[src/hw/rtl/vfrq_pkg.sv]
// shared types and constants for the variable frame ring queue
// no dependencies; imported by every module of the block
package vfrq_pkg;

  // store geometry
  localparam int unsigned STORE_DEPTH     = 1024;
  localparam int unsigned STORE_AW        = $clog2(STORE_DEPTH);
  localparam int unsigned PTR_W           = 11;
  localparam int unsigned SUM_W           = PTR_W + 1;
  localparam int unsigned MAX_FRAME_WORDS = 63;
  localparam int unsigned FW_W            = 6;
  localparam int unsigned WORD_W          = 32;

  // configuration register
  localparam int unsigned CAP_W      = 11;
  localparam int unsigned CAP_RESET  = 1024;
  localparam int unsigned APB_AW     = 3;
  localparam int unsigned APB_DW     = 32;
  localparam logic [0:0]  REG_CAPACITY = 1'b0;

  // commands
  typedef enum logic [1:0] {
    CMD_PUSH  = 2'd0,
    CMD_POP   = 2'd1,
    CMD_FIT   = 2'd2,
    CMD_CLEAR = 2'd3
  } vfrq_cmd_e;

  // result status codes
  typedef enum logic [2:0] {
    STAT_OK           = 3'd0,
    STAT_NO_ROOM_WRAP = 3'd1,
    STAT_NO_ROOM_HEAD = 3'd2,
    STAT_EMPTY        = 3'd3,
    STAT_FITS         = 3'd4,
    STAT_NO_FIT       = 3'd5
  } vfrq_status_e;

  // sequencer states
  typedef enum logic {
    ST_IDLE = 1'b0,
    ST_POP  = 1'b1
  } vfrq_state_e;

  // request payload
  typedef struct packed {
    vfrq_cmd_e         command;
    logic [7:0]        frame_bytes;
    logic [WORD_W-1:0] data_word;
  } vfrq_req_t;

  // result payload
  typedef struct packed {
    vfrq_status_e      status;
    logic [WORD_W-1:0] read_word;
    logic              last;
  } vfrq_rsp_t;

  // controller to store
  typedef struct packed {
    logic                we;
    logic                tag_we;
    logic [STORE_AW-1:0] waddr;
    logic [WORD_W-1:0]   wdata;
    logic [FW_W-1:0]     wtag;
    logic                re;
    logic [STORE_AW-1:0] raddr;
  } vfrq_mem_req_t;

  // store to controller
  typedef struct packed {
    logic [WORD_W-1:0] word;
    logic [FW_W-1:0]   tag;
  } vfrq_mem_rsp_t;

endpackage

[src/hw/rtl/vfrq_ctrl.sv]
// ring pointers, frame allocation, push tracking and pop sequencer
// depends on vfrq_pkg; drives the store through vfrq_mem_req_t
module vfrq_ctrl import vfrq_pkg::*; (
  input  logic             clk_i,
  input  logic             rst_ni,
  input  logic             start,
  output logic             busy,
  input  vfrq_req_t        req_i,
  input  logic [PTR_W-1:0] cap_eff_i,
  output logic             result_valid_o,
  output vfrq_rsp_t        rsp_o,
  output vfrq_mem_req_t    mem_req_o,
  input  vfrq_mem_rsp_t    mem_rsp_i
);

  vfrq_state_e state_q, state_d;

  logic [PTR_W-1:0]    head_q, head_d;
  logic [PTR_W-1:0]    tail_q, tail_d;
  logic [PTR_W-1:0]    wrap_q, wrap_d;
  logic [STORE_AW-1:0] push_wpos_q, push_wpos_d;
  logic [FW_W-1:0]     push_seen_q, push_seen_d;
  logic                push_drop_q, push_drop_d;
  logic [STORE_AW-1:0] pop_addr_q, pop_addr_d;
  logic [FW_W-1:0]     pop_idx_q, pop_idx_d;
  logic [FW_W-1:0]     pop_n_q, pop_n_d;
  logic                pop_wrap_q, pop_wrap_d;
  logic                res_valid_q, res_valid_d;
  vfrq_rsp_t           res_q, res_d;

  logic                accept;
  logic                empty;
  logic [8:0]          w_raw;
  logic [FW_W-1:0]     w;
  logic [SUM_W-1:0]    tail_plus_w;
  logic                place_tail, place_wrap;
  vfrq_status_e        place_fail;
  logic                drop_now;
  logic [STORE_AW-1:0] wpos;
  vfrq_status_e        push_st;
  logic [FW_W:0]       seen_next;
  logic [FW_W-1:0]     n_cur;
  logic                pop_last;
  logic                wrapped;
  logic [STORE_AW-1:0] start_addr;

  assign accept = start && !busy;
  assign busy   = (state_q == ST_POP);
  assign empty  = (head_q == tail_q);

  // frame length in words, clamped
  assign w_raw = ({1'b0, req_i.frame_bytes} + 9'd3) >> 2;
  always_comb begin
    if (w_raw == 9'd0) begin
      w = FW_W'(1);
    end else if (w_raw > 9'(MAX_FRAME_WORDS)) begin
      w = FW_W'(MAX_FRAME_WORDS);
    end else begin
      w = w_raw[FW_W-1:0];
    end
  end

  // placement decision
  assign tail_plus_w = {1'b0, tail_q} + SUM_W'(w);
  always_comb begin
    place_tail = 1'b0;
    place_wrap = 1'b0;
    place_fail = STAT_NO_ROOM_WRAP;
    if (head_q <= tail_q) begin
      if (tail_plus_w <= {1'b0, cap_eff_i}) begin
        place_tail = 1'b1;
      end else if (head_q > PTR_W'(w)) begin
        place_wrap = 1'b1;
      end
    end else begin
      place_fail = STAT_NO_ROOM_HEAD;
      if (tail_plus_w < {1'b0, head_q}) begin
        place_tail = 1'b1;
      end
    end
  end

  // pop run bookkeeping
  assign n_cur      = (pop_idx_q == '0) ? ((mem_rsp_i.tag == '0) ? FW_W'(1) : mem_rsp_i.tag)
                                        : pop_n_q;
  assign pop_last   = (({1'b0, pop_idx_q} + 7'd1) == {1'b0, n_cur});
  assign wrapped    = (head_q >= wrap_q);
  assign start_addr = wrapped ? '0 : head_q[STORE_AW-1:0];

  // push word bookkeeping
  assign seen_next = {1'b0, push_seen_q} + 7'd1;
  always_comb begin
    drop_now = push_drop_q;
    wpos     = push_wpos_q;
    push_st  = STAT_OK;
    if (push_seen_q == '0) begin
      if (place_tail) begin
        drop_now = 1'b0;
        wpos     = tail_q[STORE_AW-1:0];
      end else if (place_wrap) begin
        drop_now = 1'b0;
        wpos     = '0;
      end else begin
        drop_now = 1'b1;
        push_st  = place_fail;
      end
    end else if (push_drop_q) begin
      push_st = STAT_NO_ROOM_WRAP;
    end
  end

  // next state
  always_comb begin
    state_d = state_q;
    unique case (state_q)
      ST_IDLE: begin
        if (accept && (req_i.command == CMD_POP) && !empty) begin
          state_d = ST_POP;
        end
      end
      ST_POP: begin
        if (pop_last) begin
          state_d = ST_IDLE;
        end
      end
      default: state_d = ST_IDLE;
    endcase
  end

  // datapath and outputs
  always_comb begin
    head_d      = head_q;
    tail_d      = tail_q;
    wrap_d      = wrap_q;
    push_wpos_d = push_wpos_q;
    push_seen_d = push_seen_q;
    push_drop_d = push_drop_q;
    pop_addr_d  = pop_addr_q;
    pop_idx_d   = pop_idx_q;
    pop_n_d     = pop_n_q;
    pop_wrap_d  = pop_wrap_q;
    res_valid_d = 1'b0;
    res_d       = '{status: STAT_OK, read_word: '0, last: 1'b1};
    mem_req_o   = '0;
    unique case (state_q)
      ST_IDLE: begin
        if (accept) begin
          unique case (req_i.command)
            CMD_PUSH: begin
              res_valid_d = 1'b1;
              res_d.status = push_st;
              if (push_seen_q == '0) begin
                if (place_tail) begin
                  tail_d = tail_plus_w[PTR_W-1:0];
                end else if (place_wrap) begin
                  wrap_d = tail_q;
                  tail_d = PTR_W'(w);
                end
                mem_req_o.tag_we = !drop_now;
                mem_req_o.wtag   = w;
              end
              if (!drop_now) begin
                mem_req_o.we    = 1'b1;
                mem_req_o.waddr = wpos;
                mem_req_o.wdata = req_i.data_word;
                push_wpos_d     = wpos + STORE_AW'(1);
              end
              if (seen_next >= {1'b0, w}) begin
                push_seen_d = '0;
                push_drop_d = 1'b0;
              end else begin
                push_seen_d = seen_next[FW_W-1:0];
                push_drop_d = drop_now;
              end
            end
            CMD_POP: begin
              if (empty) begin
                res_valid_d  = 1'b1;
                res_d.status = STAT_EMPTY;
              end else begin
                mem_req_o.re    = 1'b1;
                mem_req_o.raddr = start_addr;
                pop_addr_d      = start_addr + STORE_AW'(1);
                pop_idx_d       = '0;
                pop_wrap_d      = wrapped;
              end
            end
            CMD_FIT: begin
              res_valid_d  = 1'b1;
              res_d.status = (place_tail || place_wrap) ? STAT_FITS : STAT_NO_FIT;
            end
            CMD_CLEAR: begin
              res_valid_d = 1'b1;
              head_d      = '0;
              tail_d      = '0;
              wrap_d      = cap_eff_i;
              push_wpos_d = '0;
              push_seen_d = '0;
              push_drop_d = 1'b0;
            end
            default: ;
          endcase
        end
      end
      ST_POP: begin
        // stream one word per cycle, prefetch the next address
        mem_req_o.re    = 1'b1;
        mem_req_o.raddr = pop_addr_q;
        pop_addr_d      = pop_addr_q + STORE_AW'(1);
        pop_idx_d       = pop_idx_q + FW_W'(1);
        pop_n_d         = n_cur;
        res_valid_d     = 1'b1;
        res_d.read_word = mem_rsp_i.word;
        res_d.last      = pop_last;
        if (pop_last) begin
          if (pop_wrap_q) begin
            head_d = PTR_W'(n_cur);
            wrap_d = cap_eff_i;
          end else begin
            head_d = head_q + PTR_W'(n_cur);
          end
        end
      end
      default: ;
    endcase
  end

  // control registers
  always_ff @(posedge clk_i or negedge rst_ni) begin
    if (!rst_ni) begin
      state_q     <= ST_IDLE;
      head_q      <= '0;
      tail_q      <= '0;
      wrap_q      <= PTR_W'(CAP_RESET);
      push_wpos_q <= '0;
      push_seen_q <= '0;
      push_drop_q <= 1'b0;
      pop_idx_q   <= '0;
      pop_wrap_q  <= 1'b0;
      res_valid_q <= 1'b0;
    end else begin
      state_q     <= state_d;
      head_q      <= head_d;
      tail_q      <= tail_d;
      wrap_q      <= wrap_d;
      push_wpos_q <= push_wpos_d;
      push_seen_q <= push_seen_d;
      push_drop_q <= push_drop_d;
      pop_idx_q   <= pop_idx_d;
      pop_wrap_q  <= pop_wrap_d;
      res_valid_q <= res_valid_d;
    end
  end

  // payload registers
  always_ff @(posedge clk_i) begin
    pop_addr_q <= pop_addr_d;
    pop_n_q    <= pop_n_d;
    res_q      <= res_d;
  end

  assign result_valid_o = res_valid_q;
  assign rsp_o          = res_q;

  // single-result commands answer in the next cycle
  a_single_result: assert property (@(posedge clk_i) disable iff (!rst_ni)
    accept && (req_i.command != CMD_POP) |=> result_valid_o && rsp_o.last)
    else $error("single-result request gave no final result");

  // head holds inside a pop run and moves only at its end
  a_head_hold: assert property (@(posedge clk_i) disable iff (!rst_ni)
    (state_q == ST_POP) && !pop_last |=> $stable(head_q))
    else $error("head moved inside a pop run");

  // tail never passes the end of the store
  a_tail_range: assert property (@(posedge clk_i) disable iff (!rst_ni)
    tail_q <= PTR_W'(STORE_DEPTH))
    else $error("tail beyond store depth");

  // partial frame count stays below the frame limit
  a_seen_range: assert property (@(posedge clk_i) disable iff (!rst_ni)
    push_seen_q < FW_W'(MAX_FRAME_WORDS))
    else $error("push word count out of range");

  // a pop run always keeps the read port busy
  a_pop_reads: assert property (@(posedge clk_i) disable iff (!rst_ni)
    (state_q == ST_POP) |-> mem_req_o.re && !mem_req_o.we)
    else $error("pop run without store read");

endmodule

[config.mk]
export PLATFORM = sky130hd
export DESIGN_NAME = vfrq_ctrl
export DESIGN_NICKNAME = d
export VERILOG_FILES = /design/src/hw/rtl/vfrq_pkg.sv /design/src/hw/rtl/vfrq_ctrl.sv
export SDC_FILE = /design/constraint.sdc
export NUM_CORES = 1
export LEC_CHECK = 0
export BUFFER_PORTS_ARGS = -buffer_cell sky130_fd_sc_hd__buf_2
export CELL_PAD_IN_SITES_DETAIL_PLACEMENT = 1
export CELL_PAD_IN_SITES_GLOBAL_PLACEMENT = 2
export CORE_ASPECT_RATIO = 1.75
export CORE_UTILIZATION = 33
export CTS_BUF_LIST = sky130_fd_sc_hd__clkbuf_8
export DETAILED_ROUTE_END_ITERATION = 10
export PLACE_DENSITY = 0.81
export RECOVER_POWER = 50
export SETUP_SLACK_MARGIN = 0.15
export SYNTH_ARGS = -nofsm -noshare
export SYNTH_HDL_FRONTEND = slang
export SYNTH_SLANG_ARGS = --single-unit
[constraint.sdc]
create_clock -name clk_i -period 5.4 [get_ports clk_i]
set_input_delay 0.27 -clock clk_i [delete_from_list [all_inputs] [get_ports clk_i]]
set_output_delay 0.27 -clock clk_i [all_outputs]
set_load 0.02 [all_outputs]
; After elaboration in Yosys (flattened, before gate mapping)
; Index checks and enable logic that the tools add are counted.
[classes]
addsub = 9
magnitude_cmp = 7
n_eq_ne = 18
muxes = 73
n_bitwise = 3
n_reduce_logical = 22
[op_table]
columns = operator, count
row1 = 11-bit 2-to-1 mux, 15
row2 = 11-bit one-hot mux with 2 select lines, 5
row3 = 50-bit 2-to-1 mux, 2
row4 = 10-bit 2-to-1 mux, 8
row5 = 61-bit 2-to-1 mux, 1
row6 = 6-bit 2-to-1 mux, 9
row7 = 42-bit 2-to-1 mux, 1
row8 = 10-bit one-hot mux with 2 select lines, 2
row9 = 10-bit by 1-bit adder with 10-bit output (second input constant), 3
row10 = 6-bit one-hot mux with 2 select lines, 2
row11 = 6-bit zero test, 3
row12 = 1-bit 2-to-1 mux, 18
row13 = 6-bit by 1-bit adder with 7-bit output (second input constant), 2
row14 = 11-bit by 6-bit adder with 12-bit output, 1
row15 = 12-bit by 11-bit less-or-equal comparator with 1-bit output, 1
row16 = 12-bit by 11-bit < comparator with 1-bit output, 1
row17 = 3-bit != test (second input constant), 4
row18 = 11-bit by 6-bit adder with 11-bit output, 1
row19 = 11-bit == test, 1
row20 = 11-bit greater-or-equal comparator, 1
row21 = 11-bit by 6-bit greater-than comparator with 1-bit output, 1
row22 = 11-bit less-or-equal comparator, 1
row23 = 2-bit != test (second input constant), 5
row24 = 8-bit by 2-bit adder with 9-bit output (second input constant), 1
row25 = 25 further kinds, 43
[totals]
ff_bits = 111
in_bits = 94
output_inout_bits = 99
wordCells = 147

; Depth between registers and ports, before layout
[logic_depth]
word_depth = 16
depth_mapped = 30
ltp_nobuf = 29

; Worst setup path before layout
; OpenSTA, ideal clock, no wires.
[synth_timing]
path_kind = input to register
start = input port req_i[37] in the netlist's numbering
end = register push_wpos_q[8]
setup_ns = 0.069
t_arrival_ns = 5.091
required_ns = 5.331
setup_slack_ns = 0.240
cell_stages = 26
n_path_buf = 1
cell_sequence = or4_1 > nor2_1 > nor4_1 > o22ai_1 > ha_1 > a21o_1 > a21oi_1 > o21bai_1 > nor2_1 > o21ai_0 > and3_1 > xnor2_1 > ha_1 > and3_1 > a2111oi_0 > a21oi_1 > mux2i_1 > buf_4 > a21oi_1 > a211oi_2 > inv_1 > ha_1 > o31a_1 > nor2b_1 > a211o_1 > nand3_1
[synth_between]
elab_chain_len = 14
word_cells_on_any_way = 26
cone_classes = add/sub: 3 / order compare: 4 / eq/ne: 1 / mux: 16 / reduce/logical: 2
[synth_rtl]
columns = item, line
row1 = "start, declared", vfrq_ctrl.sv:8  ; input vfrq_req_t req_i,
row2 = 8-bit by 2-bit adder with 9-bit output *, vfrq_ctrl.sv:52  ; assign w_raw = ({1'b0, req_i.frame_bytes} + 9'd3) >> 2;
row3 = 7-bit by 6-bit greater-than comparator with 1-bit output, vfrq_ctrl.sv:56  ; end else if (w_raw > 9'(MAX_FRAME_WORDS)) begin
row4 = 6-bit 2-to-1 mux, vfrq_ctrl.sv:56
row5 = 6-bit 2-to-1 mux *, vfrq_ctrl.sv:54  ; if (w_raw == 9'd0) begin
row6 = 11-bit by 6-bit adder with 12-bit output or 11-bit by 6-bit greater-than comparator with 1-bit output (tied branches), "vfrq_ctrl.sv:64, vfrq_ctrl.sv:72"
row7 = 12-bit by 11-bit less-or-equal comparator with 1-bit output or 1-bit 2-to-1 mux (tied branches), "vfrq_ctrl.sv:70, vfrq_ctrl.sv:72"
row8 = 1-bit 2-to-1 mux, vfrq_ctrl.sv:70  ; if (tail_plus_w <= {1'b0, cap_eff_i}) begin
row9 = 1-bit 2-to-1 mux, vfrq_ctrl.sv:69  ; if (head_q <= tail_q) begin
row10 = 10-bit 2-to-1 mux, vfrq_ctrl.sv:100  ; end else if (place_wrap) begin
row11 = 10-bit 2-to-1 mux, vfrq_ctrl.sv:97  ; if (place_tail) begin
row12 = 10-bit 2-to-1 mux, vfrq_ctrl.sv:96  ; if (push_seen_q == '0) begin
row13 = 10-bit by 1-bit adder with 10-bit output, vfrq_ctrl.sv:166  ; push_wpos_d = wpos + STORE_AW'(1);
row14 = 10-bit 2-to-1 mux, vfrq_ctrl.sv:162  ; if (!drop_now) begin
row15 = 10-bit one-hot mux with 2 select lines, vfrq_ctrl.sv:148  ; unique case (req_i.command)
row16 = "end signal, assigned", vfrq_ctrl.sv:246  ; push_wpos_q <= push_wpos_d;
row17 = "end, declared", vfrq_ctrl.sv:21  ; logic [STORE_AW-1:0] push_wpos_q, push_wpos_d;
; Every way passes the cells marked *; elsewhere a longest branch is shown, timed or not. The select of a mux whose other input is x is not followed.
; A chain may end at the register's enable or synchronous reset.

==> impl_summary.txt <==
----------------------------------------------------
[Clock tree]
  Cell at the root of the clock tree ... clkbuf_8
  CTS H-Tree Depth ... 3
  Worst-case clock buffer depth ... 2
  TritonCTS clock tree ... yes
  Num CTS Buffers ... 9
  # clock sinks ... 111
  Insertion delay to the later sink of the worst-skew pair ... 0.42 ns
  CTS clock-pin slew for the worst setup and hold paths ... 0.12 ns

[Global routing]
  Initial antenna violation count ... 0
  Largest net degree at the start of global routing ... 68
  Remaining global-route overflow ... 0
  Via count of the first global-routing pass ... 7881
  Wire length of the first global-routing pass ... 41500 um
  Global Route Usage Sum ... 22.2%

[Power and ir drop]
  Leak pwr ... 0.00492 uW
  Peak supply drop ... 0.221 mV
  Ratio of total power to cell area ... 556 nW/um2
  Total power ... 5840 uW

[STA]
  Number of endpoints failing setup at the final stage ... 0
  Min Tclk post-route ... 5.30 ns
  Transition at the pin with the smallest max-transition slack ... 3.55 ns
  Maximum clock skew at final layout ... 0.0167 ns
  Number of hold violations in the final report ... 0
  Tightest slew margin relative to the limit ... -137%
  Unrepaired setup endpoints after global routing ... true
  Final number of max-transition violations ... 60
  Hold_ws ... 0.0482 ns
  Maximum operating frequency ... 189 MHz
  Final period utilization ... 98.2%

[Cells and area]
  Multi-input logic area ... 5090 um2
  Filler cell count in the final layout ... 2814
  Leading cell types in the layout, fill and taps excluded ... buf_2, nand2_1, buf_4
  Register cell area after layout ... 2680 um2
  Fraction of final layout cells with drive strength greater than 1 ... 31.7%
  Diodes inserted ... 0
  Net total in the final layout ... 1324
  Area growth from synthesis to layout ... 32.5%
  Most common cell after layout, fill and taps aside ... buf_2

[Synthesis]
  Synth area leaders ... dfrtp_1, ha_1, dfxtp_1
  Cell Area, Synth ... 7920 um2
  Share of synthesized registers carrying an async set or reset ... 53.2%
  Number of warnings printed during yosys synthesis ... 0
  #FFs+latches synth ... 111
  Number of enable-type register cells in the synthesized netlist ... 16
  Sequential-to-total area share from yosys stat ... 33.8%
  Synth Instances ... 893
  Avg Inst Size Synth ... 8.87 um2
  Area share of the leading cell type in the synthesized netlist ... 18.3%
  Cell taking the most area after synthesis ... dfrtp_1
  Netlist cell types ... 80
  Net count after synthesis ... 1068
  Most used flip-flop cell after synthesis ... dfrtp_1

[Drt]
  DR vias ... 7488
  Number of design rule violations left after detail routing ... 0
  Mean number of vias per cell ... 5.14
  Iter 0 DRT Violations ... 294
  Routed Wire Length ... 27800 um
  Routed len/inst ... 19.1 um
  Remaining antenna violation count ... 0
  Number of iterations in the first detailed-routing pass ... 4

[Outcome]
  Violated checks ... max-capacitance violations, max-slew violations
  Status ... finished, violations left

[Worst setup path]
  Slowest stage cell on the critical path ... or4_4
  Kind of start point of the critical path ... primary input
  Combined buffer and inverter count along the critical path ... 7
  CP peak stage delay ... 0.53 ns
  Required time at the worst-slack endpoint ... 5.13 ns
  Cell depth of the worst flop-to-flop path ... 22
  CP endpoint kind ... primary output
  Highest net fanout along the worst path ... 8
  Arrival @ worst endpoint ... 5.03 ns
  Path type of the worst setup path ... in -> out
  Number of cells on the critical path ... 31
  Family with the most delay on the worst path ... simple AND/OR/NAND/NOR gates

[Flow run]
  Maxcap violations ... 1

[Floorplanning]
  Height of the die ... 207 um
  Starting density of the core ... 33.8%
  Num rows ... 74
  Die area ... 24700 um2
  Core Area ... 23400 um2
  Die width ... 119 um
  Boundary Pins ... 193

[Hold path]
  Type of the most critical hold path ... in -> reg
  WHS Path Cells ... 2

[Place]
  HPWL Detailed ... 21400 um
  Count of buffers inserted at the top-level ports ... 192
  Routability Congestion ... 0.873

----------------------------------------------------
-- synth_stat cells (all sizes together), types with 4 or more instances --
library cell and number:
a211oi 15, a21o 11, a21oi 37, a22o 5
a31oi 8, and2 79, and3 9, buf 10
clkbuf 19, dfrtp 58, dfxtp 36, edfxtp 16
ha 79, inv 77, mux2 7, mux2i 29
nand2 86, nand2b 13, nand3 27, nand4 11
nor2 57, nor2b 11, nor3 21, o21a 4
o21ai 68, o21bai 4, o22ai 4, o31ai 13
xnor2 29, xor2 10
-- path summary, 6_finish.rpt --
kind | start | to | slack (ns)
min reg2reg | wrap_q[10]$_DFFE_PN1P_ | wrap_q[10]$_DFFE_PN1P_ | 0.52
min | mem_rsp_i[26] | rsp_o[21]$_SDFF_PN0_ | 0.05
max | req_i[37] | mem_req_o[19] | 0.1
max in group asynchronous | rst_ni | busy$_DFF_PN0_ | 1.97
min in group asynchronous | rst_ni | tail_q[10]$_DFFE_PN0P_ | 1.15
max reg2reg | tail_q[1]$_DFFE_PN0P_ | push_wpos_q[9]$_DFFE_PN0P_ | 0.71
-- layer usage --
layer	wire length [um]	part of all wire [%]	vias to the layer above	track usage (%)
met4	1110	4.0	0	12.5
met1	9830	35	3651	20.8
met3	902	3.2	59	3.46
met2	15900	57	171	44.7
met5	0	0	-	0
li1	-	-	3607	-
-- layout make-up --
type / count / area share (%)
Clock buffer: 10 / 1.31
Timing Repair Buffer: 274 / 17.6
Clock inverter: 6 / 0.691
Multi-Input combinational cell: 676 / 48.5
Tap cell: 304 / 3.62
Sequential cell: 111 / 25.5
Inverter: 77 / 2.75
-- sequential cells by signal, summed over array words and instances (netlist names), 6 cells and up --
| register | flops |
|---|---|
| pop_addr_q | 10 |
| pop_idx_q | 6 |
| push_wpos_q | 10 |
| pop_n_q | 6 |
| push_seen_q | 6 |
| rsp_o | 36 |
| head_q | 11 |
| tail_q | 11 |
| wrap_q | 11 |
-- stage by stage --
| step | utilization, % | setup TNS (ns) | area, um2 | instances | worst slack, ns |
|---|---|---|---|---|---|
| 5_1_grt | 44.8 | -7.20 | 10500 | 1458 | -0.212 |
| 6_report | 44.8 | 0 | 10500 | 1458 | 0.0985 |
| 2_1_floorplan | - | 0 | 7920 | 893 | 0.240 |
| 3_3_place_gp | 40.8 | -2.09 | 9560 | 1417 | -0.0892 |
| 4_1_cts | 43.6 | 0 | 10200 | 1448 | 0.0281 |
| 3_5_place_dp | 40.8 | -6.70 | 9560 | 1417 | -0.180 |
-- power breakdown --
| group | switching, uW | total (uW) | internal [uW] | leakage (uW) |
|---|---|---|---|---|
| Clock | 330 | 565 | 234 | 0.000104 |
| Sequential | 283 | 1440 | 1160 | 0.00121 |
| Combinational | 2240 | 3830 | 1590 | 0.00361 |
-- cell families after synthesis --
family	share of synthesized area [%]
xor+xnor	4.61
fa+ha+maj	13.0
mux	4.86
compound gates	16.3
flops	33.8
simple gates	21.9
buf+inv	5.49
-- repair_timing --
| action | 4_1_cts | 5_1_grt |
|---|---|---|
| hold buffers | 0 | 0 |
| buffers inserted | 14 | 7 |
| gates cloned | 1 | 3 |
| pin swaps | 16 | 36 |
| gates resized for setup | 95 | 58 |
| setup endpoints to repair | 43 | 63 |
| endpoints found under the hold margin | 0 | 0 |
No activity file was read; power rests on OpenSTA's default activity.
