[src/hw/rtl/vfrq_pkg.sv]
// shared types and constants for the variable frame ring queue
// no dependencies; imported by every module of the block
package vfrq_pkg;

  // store geometry
  localparam int unsigned STORE_DEPTH     = 1024;
  localparam int unsigned STORE_AW        = $clog2(STORE_DEPTH);
  localparam int unsigned PTR_W           = 11;
  localparam int unsigned SUM_W           = PTR_W + 1;
  localparam int unsigned MAX_FRAME_WORDS = 63;
  localparam int unsigned FW_W            = 6;
  localparam int unsigned WORD_W          = 32;

  // configuration register
  localparam int unsigned CAP_W      = 11;
  localparam int unsigned CAP_RESET  = 1024;
  localparam int unsigned APB_AW     = 3;
  localparam int unsigned APB_DW     = 32;
  localparam logic [0:0]  REG_CAPACITY = 1'b0;

  // commands
  typedef enum logic [1:0] {
    CMD_PUSH  = 2'd0,
    CMD_POP   = 2'd1,
    CMD_FIT   = 2'd2,
    CMD_CLEAR = 2'd3
  } vfrq_cmd_e;

  // result status codes
  typedef enum logic [2:0] {
    STAT_OK           = 3'd0,
    STAT_NO_ROOM_WRAP = 3'd1,
    STAT_NO_ROOM_HEAD = 3'd2,
    STAT_EMPTY        = 3'd3,
    STAT_FITS         = 3'd4,
    STAT_NO_FIT       = 3'd5
  } vfrq_status_e;

  // sequencer states
  typedef enum logic {
    ST_IDLE = 1'b0,
    ST_POP  = 1'b1
  } vfrq_state_e;

  // request payload
  typedef struct packed {
    vfrq_cmd_e         command;
    logic [7:0]        frame_bytes;
    logic [WORD_W-1:0] data_word;
  } vfrq_req_t;

  // result payload
  typedef struct packed {
    vfrq_status_e      status;
    logic [WORD_W-1:0] read_word;
    logic              last;
  } vfrq_rsp_t;

  // controller to store
  typedef struct packed {
    logic                we;
    logic                tag_we;
    logic [STORE_AW-1:0] waddr;
    logic [WORD_W-1:0]   wdata;
    logic [FW_W-1:0]     wtag;
    logic                re;
    logic [STORE_AW-1:0] raddr;
  } vfrq_mem_req_t;

  // store to controller
  typedef struct packed {
    logic [WORD_W-1:0] word;
    logic [FW_W-1:0]   tag;
  } vfrq_mem_rsp_t;

endpackage

[src/hw/rtl/vfrq_cfg.sv]
// apb configuration register: ring capacity in words
// depends on vfrq_pkg
module vfrq_cfg import vfrq_pkg::*; (
  input  logic              clk_i,
  input  logic              rst_ni,
  input  logic              psel,
  input  logic              penable,
  input  logic              pwrite,
  input  logic [APB_AW-1:0] paddr,
  input  logic [APB_DW-1:0] pwdata,
  output logic [APB_DW-1:0] prdata,
  output logic              pready,
  output logic [PTR_W-1:0]  cap_eff_o
);

  logic [CAP_W-1:0] cap_q, cap_d;
  logic             wr_en;

  assign pready = 1'b1;
  assign wr_en  = psel && penable && pwrite && (paddr[APB_AW-1:2] == REG_CAPACITY);

  // register write
  always_comb begin
    cap_d = cap_q;
    if (wr_en) begin
      cap_d = pwdata[CAP_W-1:0];
    end
  end

  always_ff @(posedge clk_i or negedge rst_ni) begin
    if (!rst_ni) begin
      cap_q <= CAP_W'(CAP_RESET);
    end else begin
      cap_q <= cap_d;
    end
  end

  // read decode
  always_comb begin
    unique case (paddr[APB_AW-1:2])
      REG_CAPACITY: prdata = APB_DW'(cap_q);
      default:      prdata = '0;
    endcase
  end

  // capacity limited to the store depth
  assign cap_eff_o = (cap_q > CAP_W'(STORE_DEPTH)) ? PTR_W'(STORE_DEPTH) : PTR_W'(cap_q);

endmodule

[config.mk]
export PLATFORM = sky130hd
export DESIGN_NAME = vfrq_cfg
export DESIGN_NICKNAME = d
export VERILOG_FILES = /design/src/hw/rtl/vfrq_pkg.sv /design/src/hw/rtl/vfrq_cfg.sv
export SDC_FILE = /design/constraint.sdc
export NUM_CORES = 1
export LEC_CHECK = 0
export ABC_AREA = 1
export BUFFER_PORTS_ARGS = -buffer_cell sky130_fd_sc_hd__buf_2
export CORE_UTILIZATION = 30
export DETAILED_ROUTE_END_ITERATION = 8
export GPL_ROUTABILITY_DRIVEN = 1
export PLACE_DENSITY = 0.78
export REMOVE_ABC_BUFFERS = 1
export SLEW_MARGIN = 20
export SYNTH_ARGS = -nofsm -noshare
export SYNTH_HDL_FRONTEND = slang
export SYNTH_SLANG_ARGS = --single-unit
[constraint.sdc]
create_clock -name clk_i -period 1 [get_ports clk_i]
set_input_delay 0.2 -clock clk_i [delete_from_list [all_inputs] [get_ports clk_i]]
set_output_delay 0.2 -clock clk_i [all_outputs]
set_load 0.01 [all_outputs]
Yosys cells after proc, flatten, opt, wreduce, memory -nomap -nowiden
Cells that the tools add are included.
{ "word_totals": {"ff_bits": 11, "out_inout_bits": 44} }
{ "op_classes": {"n_lt_le_gt_ge": 1, "mux": 2, "n_bitwise": 1, "n_reduce_logical": 3} }
{ "op_table": {"columns": ["operator", "count"], "rows": [
  ["11-bit 2-to-1 mux", 2],
  ["11-bit > comparator, second input constant", 1],
  ["1-bit logical AND", 3],
  ["1-bit NOT", 1]
]} }

Logic depth before layout (Yosys ltp)
Gate-level depths: netlist of the first run.
{ "logic_depth": {"word_depth": 3, "depth_mapped": 5, "ltp_nobuf": 5} }

Least setup slack after synthesis of the first run
Ideal clock, no wire load.
{ "synth_timing": {"kind": "register to output", "start": "register cap_q[10]", "end": "output port cap_eff_o[0]", "arrival_ns": 0.947, "slack_ns": -0.147, "path_stages_with_launch": 4, "n_path_buf": 0, "path_cell_list": "dfstp_2 inv_1 nor2_2 nor2_1"} }
{ "synth_between": {"elab_chain_len": 2} }
{ "synth_rtl": {"columns": ["item", "line_no", "rtl"], "rows": [
  ["start, declared", "vfrq_cfg.sv:16", "logic [CAP_W-1:0] cap_q, cap_d;"],
  ["start signal, assigned", "vfrq_cfg.sv:32", "cap_q <= CAP_W'(CAP_RESET);"],
  ["start signal, assigned", "vfrq_cfg.sv:34", "cap_q <= cap_d;"],
  ["11-bit > comparator", "vfrq_cfg.sv:47", "assign cap_eff_o = (cap_q > CAP_W'(STORE_DEPTH)) ? PTR_W'(STORE_DEPTH) : PTR_W'(cap_q);"],
  ["11-bit 2-to-1 mux", "vfrq_cfg.sv:47", null],
  ["end, declared", "vfrq_cfg.sv:13", "output logic [PTR_W-1:0] cap_eff_o"]
]} }
No other way between the ends.

Worst setup path in the final report of the first run
{ "layout_timing": {"start": "register cap_q[1]", "end": "output port cap_eff_o[6]"} }
Same word-level chain as after synthesis.

==> results of run 1 <==
==> cells in the mapped netlist <==
library cell	n	area, um2
sky130_fd_sc_hd__nand4_4	1	21.3
sky130_fd_sc_hd__inv_2	1	3.75
sky130_fd_sc_hd__a21oi_2	1	8.76
sky130_fd_sc_hd__nor2_1	37	139
sky130_fd_sc_hd__nand3_1	2	10.0
sky130_fd_sc_hd__clkbuf_1	1	3.75
sky130_fd_sc_hd__dfrtp_1	10	250
sky130_fd_sc_hd__dfstp_2	1	26.3
sky130_fd_sc_hd__buf_4	22	165
sky130_fd_sc_hd__buf_2	1	5.00
sky130_fd_sc_hd__a21oi_1	10	50.1
sky130_fd_sc_hd__buf_6	2	22.5
sky130_fd_sc_hd__inv_1	11	41.3
sky130_fd_sc_hd__conb_1	2	7.51
sky130_fd_sc_hd__nor2_2	1	6.26
==> worst min-delay path by stage <==
| stage | slack (ps) | endpoint |
|---|---|---|
| floorplan | -100 | cap_q[0] |
| global placement | 80 | cap_q[6] |
| detailed placement | 90 | cap_q[2] |
| CTS | 180 | cap_q[9] |
| global route | 190 | cap_q[9] |
| finish | 180 | cap_q[9] |
==> kinds of logic (layout without fill, tap and decap cells) <==
group	after synthesis	after routing	share of synthesized area
simple gates	41	42	0.232
buf+inv	38	65	0.317
compound gates	11	11	0.0773
flops	11	11	0.363
other cells	2	22	0.00987
==> metal layers <==
| metal | vias to the layer above | track usage |
|---|---|---|
| li1 | 363 | - |
| met2 | 44 | 0.200 |
| met1 | 305 | 0.135 |
| met5 | - | 0 |
| met4 | 0 | 0.0526 |
| met3 | 0 | 0.0261 |
==> metrics by stage <==
stage	power (mW)	worst slack, ps	instance area (um2)
5_1_grt	1.77	-662	1090
6_report	1.66	-585	1090
3_3_place_gp	1.14	-351	907
2_1_floorplan	0.887	-190	639
4_1_cts	1.55	-572	996
3_5_place_dp	1.15	-394	907
==> area by class of cell <==
type	count	area (um2)	area share
Clock buffer	4	26.3	0.0241
Inverter	12	55.1	0.0505
Multi-Input combinational cell	75	377	0.345
Sequential cell	11	277	0.253
Tap cell	28	35.0	0.0321
Timing Repair Buffer	49	322	0.295
==> worst max-delay path: stages (launching register included) <==
cell and delay [ps]:
sky130_fd_sc_hd__dfrtp_1 390, sky130_fd_sc_hd__nor2_2 140, sky130_fd_sc_hd__nand3_2 110, sky130_fd_sc_hd__nor2_4 170
sky130_fd_sc_hd__nor2_2 100, sky130_fd_sc_hd__nor2_1 90, sky130_fd_sc_hd__buf_2 130
==> timing repair <==
action,4_1_cts,5_1_grt
pin swaps,2,8
setup endpoints to repair,22,22
gates resized for setup,17,20
hold buffers,1,0
setup buffers,3,4
cloned,0,1
hold endpoints to repair,10,0
==> where the power goes <==
group / switching (mW) / internal, mW / total [mW]
clock: 0.152 / 0.154 / 0.306
sequential: 0.0563 / 0.534 / 0.590
combinational: 0.417 / 0.350 / 0.767
==> results.txt, run 1 <==
----------------------------------------------------
[Synth]
  Mapped Avg Cell Area ... 7.39 um2
  Yosys warnings ... 0
  Post-Synthesis Cell Area ... 761 um2
  Yosys cell types ... 15
  Sequential area share after synthesis ... 0.363
  Instance count of the mapped netlist ... 103
  Flip-flop and latch count after synthesis ... 11

[Route]
  Routed wire length per instance ... 9.67 um
  Met2 Wirelength ... 884 um
  Vias post-DR ... 712
  DR iter-0 viols ... 4
  Detailed-route wire length ... 1730 um
  Post-DR vias/cell ... 3.98
  First-pass DRT Iterations ... 4
  Detailed route wirelength on metal3 ... 142 um
  Highest metal layer used by the detailed router ... met3
  DRC violation count after routing ... 0
  Routed metal-1 wirelength ... 704 um
  Number of nets still failing antenna checks after routing ... 0

[Worst setup path]
  Kind of launch point of the worst setup path ... flip-flop
  Start point of the critical path ... cap_q[1]
  Setup slack of the most critical reg-to-reg path ... -40 ps
  Reg-to-reg startpoint ... cap_q[10]
  Worst setup EP type ... output pin
  R2R cell count ... 4
  Crit path capture ... cap_eff_o[6]
  Endpoint required time on the critical path ... 800 ps
  Highest fanout seen on the critical path ... 5
  Reg-to-reg critical path endpoint ... cap_q[10]
  Critical path type ... reg2out
  Arrival time of data at the critical path endpoint ... 1390 ps

[Timing]
  Maximum clock frequency ... 631 MHz
  Fin worst setup slack ... -585 ps
  Final hold slack ... 183 ps
  Post-route setup TNS ... -7750 ps
  Setup skew after layout ... 0 ps
  Final critical-path share of the clock period ... 1.59
  Count of pins over their slew limit ... 0
  Hold Vio Cnt, Final ... 0
  Final Setup Violations ... 23
  Unrepaired setup endpoints after global routing ... true
  Post-route minimum period ... 1590 ps

[Global route]
  Global-route congestion overflow total ... 0
  Initial antenna violation count ... 0
  Via count of the first global-routing pass ... 562
  Global Route Usage Sum ... 0.116
  Pin count of the biggest net entering global routing ... 23
  Global-route wire length before repair ... 2280 um

[Floorplanning]
  Core area ... 2300 um2
  Initial cell density of the core ... 0.331
  Horiz. Die Dim ... 52.4 um
  Die Outline Area ... 2740 um2
  Die Y-Extent ... 52.4 um
  Number of I/O pins ... 84
  Standard-cell row count ... 17

[Run]
  Maximum Capacitance Violations ... 0

[Final layout]
  Most frequent standard cell in the layout excluding fill and tap cells ... sky130_fd_sc_hd__buf_2
  Final #Nets ... 192
  Final cell utilization of the core ... 0.475
  Commonest non-fill, non-tap cells in the layout ... sky130_fd_sc_hd__buf_2, sky130_fd_sc_hd__nor2_1, sky130_fd_sc_hd__conb_1, sky130_fd_sc_hd__a21oi_1, sky130_fd_sc_hd__dfrtp_1
  Registers with the most flip-flops ... cap_q: 11 flops
  Ant. Diodes ... 0
  Growth of design area from synthesis to finish ... 43.4%
  Number of flip-flops in the largest register ... 11
  Fill cells ... 232
  Largest reg by FF count ... cap_q
  Cell Count, Final, Fillers Out ... 179
  Fraction of layout instances using a drive strength above 1 ... 0.523

[Place]
  Detailed Place HPWL ... 1170 um
  Placer congestion estimate ... 0.679
  Cell count after placement ... 167
  Count of input and output buffers ... 38

[Worst hold path]
  Hold Crit Class ... in2reg
  Count of cells along the worst hold path ... 3
  Source of the worst hold timing path ... pwdata[9]

[Clock tree]
  Clk slew on worst S/H paths ... 70 ps
  Clock tree from TritonCTS ... done
  Cell chosen for the clock root ... sky130_fd_sc_hd__clkbuf_4
  Clock insertion delay at the later pin of the skew report ... 260 ps
  H-tree levels ... 1
  Clock sink total ... 11
  Number of buffers added by the clock tree synthesis step ... 3
  Number of buffers between clock root and the deepest sink ... 2

[Power and ir drop]
  Power per standard cell area ... 1520 nW/um2
  Max VDD drop ... 0.768 mV
  Leakage power figure ... 0.605 nW

[Outcome]
  Outcome ... finished with violations
  Violated checks ... setup timing

----------------------------------------------------
No activity file was read; power rests on OpenSTA's default activity.
==> run 2, diff against run 1 <==
--- a/config.mk
+++ b/config.mk
@@ -10,8 +10,8 @@
 export CORE_UTILIZATION = 30
 export DETAILED_ROUTE_END_ITERATION = 8
 export GPL_ROUTABILITY_DRIVEN = 1
+export MAX_ROUTING_LAYER = met4
 export PLACE_DENSITY = 0.78
-export REMOVE_ABC_BUFFERS = 1
 export SLEW_MARGIN = 20
 export SYNTH_ARGS = -nofsm -noshare
 export SYNTH_HDL_FRONTEND = slang
==> results.txt, run 2 (synthesis results as in run 1) <==
----------------------------------------------------
[Outcome]
  Outcome ... finished with violations
  Violated checks ... setup timing

[Clock tree]
  Clock insertion delay at the later pin of the skew report ... 260 ps
  Clk slew on worst S/H paths ... 80 ps
  Clock tree from TritonCTS ... done
  Clock sink total ... 11
  Number of buffers added by the clock tree synthesis step ... 3
  Number of buffers between clock root and the deepest sink ... 2
  H-tree levels ... 1
  Cell chosen for the clock root ... sky130_fd_sc_hd__clkbuf_4

[Timing]
  Unrepaired setup endpoints after global routing ... true
  Count of pins over their slew limit ... 0
  Final critical-path share of the clock period ... 1.61
  Final hold slack ... 175 ps
  Maximum clock frequency ... 621 MHz
  Fin worst setup slack ... -611 ps
  Post-route minimum period ... 1610 ps
  Final Setup Violations ... 22
  Setup skew after layout ... 0 ps
  Hold Vio Cnt, Final ... 0

[Final layout]
  Final cell utilization of the core ... 0.460
  Growth of design area from synthesis to finish ... 38.8%
  Most frequent standard cell in the layout excluding fill and tap cells ... sky130_fd_sc_hd__buf_2
  Final #Nets ... 190
  Commonest non-fill, non-tap cells in the layout ... sky130_fd_sc_hd__buf_2, sky130_fd_sc_hd__nor2_1, sky130_fd_sc_hd__conb_1, sky130_fd_sc_hd__nor2_2
  Fill cells ... 242
  Fraction of layout instances using a drive strength above 1 ... 0.523
  Largest reg by FF count ... cap_q
  Number of flip-flops in the largest register ... 11
  Registers with the most flip-flops ... cap_q: 11 flops
  Ant. Diodes ... 0

[Worst hold path]
  Source of the worst hold timing path ... pwdata[1]
  Worst hold endpoint ... cap_q[1]
  Count of cells along the worst hold path ... 3
  Hold Crit Class ... in2reg

[Worst setup path]
  Endpoint required time on the critical path ... 800 ps
  Highest fanout seen on the critical path ... 10
  Arrival time of data at the critical path endpoint ... 1410 ps
  Reg-to-reg startpoint ... cap_q[10]
  Delay of the slowest critical-path stage ... 540 ps
  Cell-by-cell trace of the critical path ... inv_2 > nor2_4 > nor2_2 > buf_2
  Reg-to-reg critical path endpoint ... cap_q[10]
  Critical path type ... reg2out
  R2R cell count ... 3
  Setup slack of the most critical reg-to-reg path ... 120 ps
  Worst setup EP type ... output pin
  Slowest stage cell, crit path ... sky130_fd_sc_hd__dfstp_2
  Kind of launch point of the worst setup path ... flip-flop

[Power and ir drop]
  Combinational cell fraction of total power ... 0.457
  Internal Power ... 1.02 mW
  Fraction of power spent switching nets ... 0.378
  Power per standard cell area ... 1560 nW/um2
  Max VDD drop ... 0.753 mV
  Clock network fraction of total power ... 0.188
  Net switching power ... 621 uW
  Power share of the sequential group ... 0.354
  Leakage power figure ... 0.592 nW

[Place]
  Count of input and output buffers ... 38
  Placer congestion estimate ... 0.659
  Detailed Place HPWL ... 1260 um

[Floorplanning]
  Standard-cell row count ... 17
  Number of I/O pins ... 84
  Die Y-Extent ... 52.4 um
  Horiz. Die Dim ... 52.4 um
  Core area ... 2300 um2
  Initial cell density of the core ... 0.331
  Die Outline Area ... 2740 um2

[Global route]
  Global-route congestion overflow total ... 0
  Global-route wire length before repair ... 2430 um
  Initial antenna violation count ... 0
  Global Route Usage Sum ... 0.128
  Via count of the first global-routing pass ... 574
  Pin count of the biggest net entering global routing ... 23

[Route]
  Vias post-DR ... 715
  Number of nets still failing antenna checks after routing ... 0
  DRC violation count after routing ... 0
  Routed wire length per instance ... 9.41 um
  First-pass DRT Iterations ... 4
  DR iter-0 viols ... 7
  Detailed-route wire length ... 1670 um
  Post-DR vias/cell ... 4.04

[Run]
  Maximum Capacitance Violations ... 0

----------------------------------------------------
==> run 2: cell count changes in the layout (fill, tap and decap cells not counted), sizes merged <==
cell | previous run | this run
nor2 | 39 | 38
buf | 48 | 47
==> run 2: power by group through the flow <==
| stage | logic [mW] | clock network (mW) | registers, mW |
|---|---|---|---|
| floorplan | 0.447 | 0 | 0.572 |
| global placement | 0.642 | 0 | 0.577 |
| detailed placement | 0.652 | 0 | 0.581 |
| CTS | 0.745 | 0.315 | 0.580 |
| global route | 0.825 | 0.356 | 0.590 |
| finish | 0.752 | 0.310 | 0.582 |
==> run 2: worst max-delay path by stage <==
stage	end	start	slack (ps)	depth (start not counted)
2_1_floorplan	cap_eff_o[0]	cap_q[10]	-120	3
3_3_place_gp	cap_eff_o[9]	cap_q[7]	-290	6
3_5_place_dp	cap_eff_o[8]	cap_q[7]	-320	6
4_1_cts	cap_eff_o[8]	cap_q[7]	-610	6
5_1_grt	cap_eff_o[5]	cap_q[5]	-680	6
6_report	cap_eff_o[5]	cap_q[10]	-610	4
==> run 2: timing repair <==
item	CTS	global route
hold endpoints to repair	10	0
pin swaps	2	3
hold buffers	1	0
resized for setup	15	5
setup buffers	4	0
endpoints found under the setup margin	22	22
gates cloned	0	0
==> run 2: worst max-delay path, delay by kind of cell, from the launching register on <==
family                 cells  cell delay [ps]
buffers and inverters      2              200
and+or+nand+nor            2              410
DFF                        1              540
==> run 2: area by class of cell <==
cell class,instances,area [um2],area share
multi-input cells,74,360,0.341
flip-flops and latches,11,277,0.262
clock buffers,4,26.3,0.0249
inverters,12,52.6,0.0498
repair buffers,48,305,0.289
well taps,28,35.0,0.0332
==> run 2: layer usage <==
layer | wire (um) | vias to the layer above | GRT usage
met5 | 0 | - | -
met4 | 0 | 0 | 0.0395
met3 | 148 | 0 | 0.0377
met2 | 820 | 42 | 0.224
met1 | 697 | 315 | 0.140
li1 | - | 358 | -
==> run 2: per-stage QoR <==
step	cell area [um2]	setup TNS [ps]	power [mW]	cells	setup WS (ps)
floorplan	873	-1170	1.02	123	-118
CTS	1050	-8190	1.64	177	-615
detailed placement	960	-3250	1.23	169	-320
global route	1060	-9290	1.77	177	-682
global placement	960	-2870	1.22	169	-287
finish	1060	-7980	1.64	177	-611
==> run 3, diff against run 2 <==
--- a/config.mk
+++ b/config.mk
@@ -7,11 +7,11 @@
 export LEC_CHECK = 0
 export ABC_AREA = 1
 export BUFFER_PORTS_ARGS = -buffer_cell sky130_fd_sc_hd__buf_2
-export CORE_UTILIZATION = 30
+export CORE_UTILIZATION = 33
 export DETAILED_ROUTE_END_ITERATION = 8
 export GPL_ROUTABILITY_DRIVEN = 1
 export MAX_ROUTING_LAYER = met4
-export PLACE_DENSITY = 0.78
+export PLACE_DENSITY_LB_ADDON = 0.3
 export SLEW_MARGIN = 20
 export SYNTH_ARGS = -nofsm -noshare
 export SYNTH_HDL_FRONTEND = slang
==> constraint.sdc (replaced) <==
create_clock -name clk_i -period 1.5 [get_ports clk_i]
set_input_delay 0.3 -clock clk_i [delete_from_list [all_inputs] [get_ports clk_i]]
set_output_delay 0.3 -clock clk_i [all_outputs]
set_load 0.01 [all_outputs]
==> results.txt, run 3 (synthesis results as in run 1) <==
----------------------------------------------------
[Power and ir drop]
  Max VDD drop ... 0.476 mV
  Power per standard cell area ... 1030 nW/um2
  Leakage power figure ... 0.557 nW

[Floorplanning]
  Core area ... 2190 um2
  Horiz. Die Dim ... 50.0 um
  Die Y-Extent ... 50.0 um
  Standard-cell row count ... 17
  Die Outline Area ... 2500 um2
  Initial cell density of the core ... 0.347
  Number of I/O pins ... 84

[Worst setup path]
  Highest fanout seen on the critical path ... 10
  Cell mode on critical path ... sky130_fd_sc_hd__nor2_1
  Delay of the slowest critical-path stage ... 380 ps
  Cell-by-cell trace of the critical path ... nor2_1 > nand3_1 > nor2_2 > nor2_4 > nor2_1 > buf_2
  Arrival time of data at the critical path endpoint ... 1320 ps
  Slowest stage cell, crit path ... sky130_fd_sc_hd__dfrtp_1
  Critical path type ... reg2out
  Kind of launch point of the worst setup path ... flip-flop
  Worst setup EP type ... output pin
  Endpoint required time on the critical path ... 1200 ps

[Final layout]
  Registers with the most flip-flops ... cap_q: 11 flops
  Most frequent standard cell in the layout excluding fill and tap cells ... sky130_fd_sc_hd__buf_2
  Fraction of layout instances using a drive strength above 1 ... 0.355
  Largest reg by FF count ... cap_q
  Final #Nets ... 182
  Ant. Diodes ... 0
  Commonest non-fill, non-tap cells in the layout ... sky130_fd_sc_hd__buf_2, sky130_fd_sc_hd__nor2_1, sky130_fd_sc_hd__conb_1
  Fill cells ... 241
  Final Instance Area ... 918 um2
  Number of flip-flops in the largest register ... 11
  Growth of design area from synthesis to finish ... 20.7%

[Timing]
  Hold Vio Cnt, Final ... 0
  Count of pins over their slew limit ... 0
  Maximum clock frequency ... 616 MHz
  Unrepaired setup endpoints after global routing ... true
  Fin worst setup slack ... -125 ps
  Final critical-path share of the clock period ... 1.08
  Final Setup Violations ... 10
  Setup skew after layout ... 0 ps
  Final hold slack ... 273 ps
  Post-route minimum period ... 1620 ps

[Clock tree]
  Clock tree from TritonCTS ... done
  Number of buffers added by the clock tree synthesis step ... 3
  Cell chosen for the clock root ... sky130_fd_sc_hd__clkbuf_4
  H-tree levels ... 1
  Clock sink total ... 11
  Clock insertion delay at the later pin of the skew report ... 260 ps
  Clk slew on worst S/H paths ... 70 ps
  Number of buffers between clock root and the deepest sink ... 2

[Worst hold path]
  Hold Crit Class ... in2reg

[Global route]
  Global-route wire length before repair ... 2530 um
  Pin count of the biggest net entering global routing ... 23
  Global-route congestion overflow total ... 0
  Global Route Usage Sum ... 0.143
  Via count of the first global-routing pass ... 589
  Initial antenna violation count ... 0

[Route]
  DRC violation count after routing ... 0
  Vias post-DR ... 675
  Detailed-route wire length ... 1480 um
  Number of nets still failing antenna checks after routing ... 0
  First-pass DRT Iterations ... 4
  DR iter-0 viols ... 10
  Post-DR vias/cell ... 3.99
  Routed wire length per instance ... 8.75 um

[Outcome]
  Outcome ... finished with violations
  Violated checks ... setup timing

[Place]
  Placer congestion estimate ... 0.655
  Detailed Place HPWL ... 1170 um
  Count of input and output buffers ... 38
  Placed inst area ... 865 um2

[Run]
  Maximum Capacitance Violations ... 0

----------------------------------------------------
==> run 3: routing by layer <==
metal	share of wire	up-vias	wire length, um	GRT usage
met3	0.078	2	115	0.0185
met4	0.0074	0	11	0.0857
met1	0.42	293	626	0.165
li1	-	339	-	-
met2	0.49	41	725	0.233
met5	0	-	0	-
==> run 3: critical path, delay by kind of cell, from the launching register on <==
| family | cells | cell delay, ps |
|---|---|---|
| buffers and inverters | 1 | 130 |
| AND/OR/NAND/NOR | 5 | 550 |
| flip-flops | 1 | 380 |
==> run 3: timing repair <==
action	4_1_cts	5_1_grt
setup endpoints to repair	10	10
resized for setup	3	1
buffers inserted	0	1
hold buffers	1	0
endpoints found under the hold margin	10	0
pin swaps	1	4
==> run 3: worst paths after layout <==
kind | startpoint | to | slack, ps | cells past startpoint
setup / recovery | cap_q[0] | cap_eff_o[0] | -120 | 6
hold / removal | pwdata[10] | cap_q[10] | 270 | 3
setup reg to reg | cap_q[0] | cap_q[0] | 720 | 3
hold reg to reg | cap_q[10] | cap_q[10] | 520 | 2
max in group asynchronous | rst_ni | cap_q[10] | 820 | 2
min in group asynchronous | rst_ni | cap_q[4] | 420 | 2
==> run 3: final cells by class <==
cell class	instances	area, um2	share of cell area
Clock buffer	4	26.3	0.0286
Timing Repair Buffer	40	208	0.226
Multi-Input combinational cell	74	328	0.357
Tap cell	28	35.0	0.0381
Inverter	12	45.0	0.0490
Sequential cell	11	277	0.301
==> run 3: power by group <==
group	switching (mW)	leakage (nW)	internal, mW
Clock	0.0978	0.0150	0.103
Sequential	0.0265	0.117	0.355
Combinational	0.227	0.425	0.138
==> run 3: metrics by stage <==
step	setup WS [ps]	utilization	TNS, ps	power [mW]	cells
after floorplan	253	-	0	0.643	123
after global placement	-8.32	0.395	-10.9	0.731	163
after detailed placement	-27.8	0.395	-107	0.742	163
after CTS	-156	0.415	-1360	0.950	168
after global routing	-241	0.419	-2290	1.02	169
final	-125	0.419	-1170	0.947	169
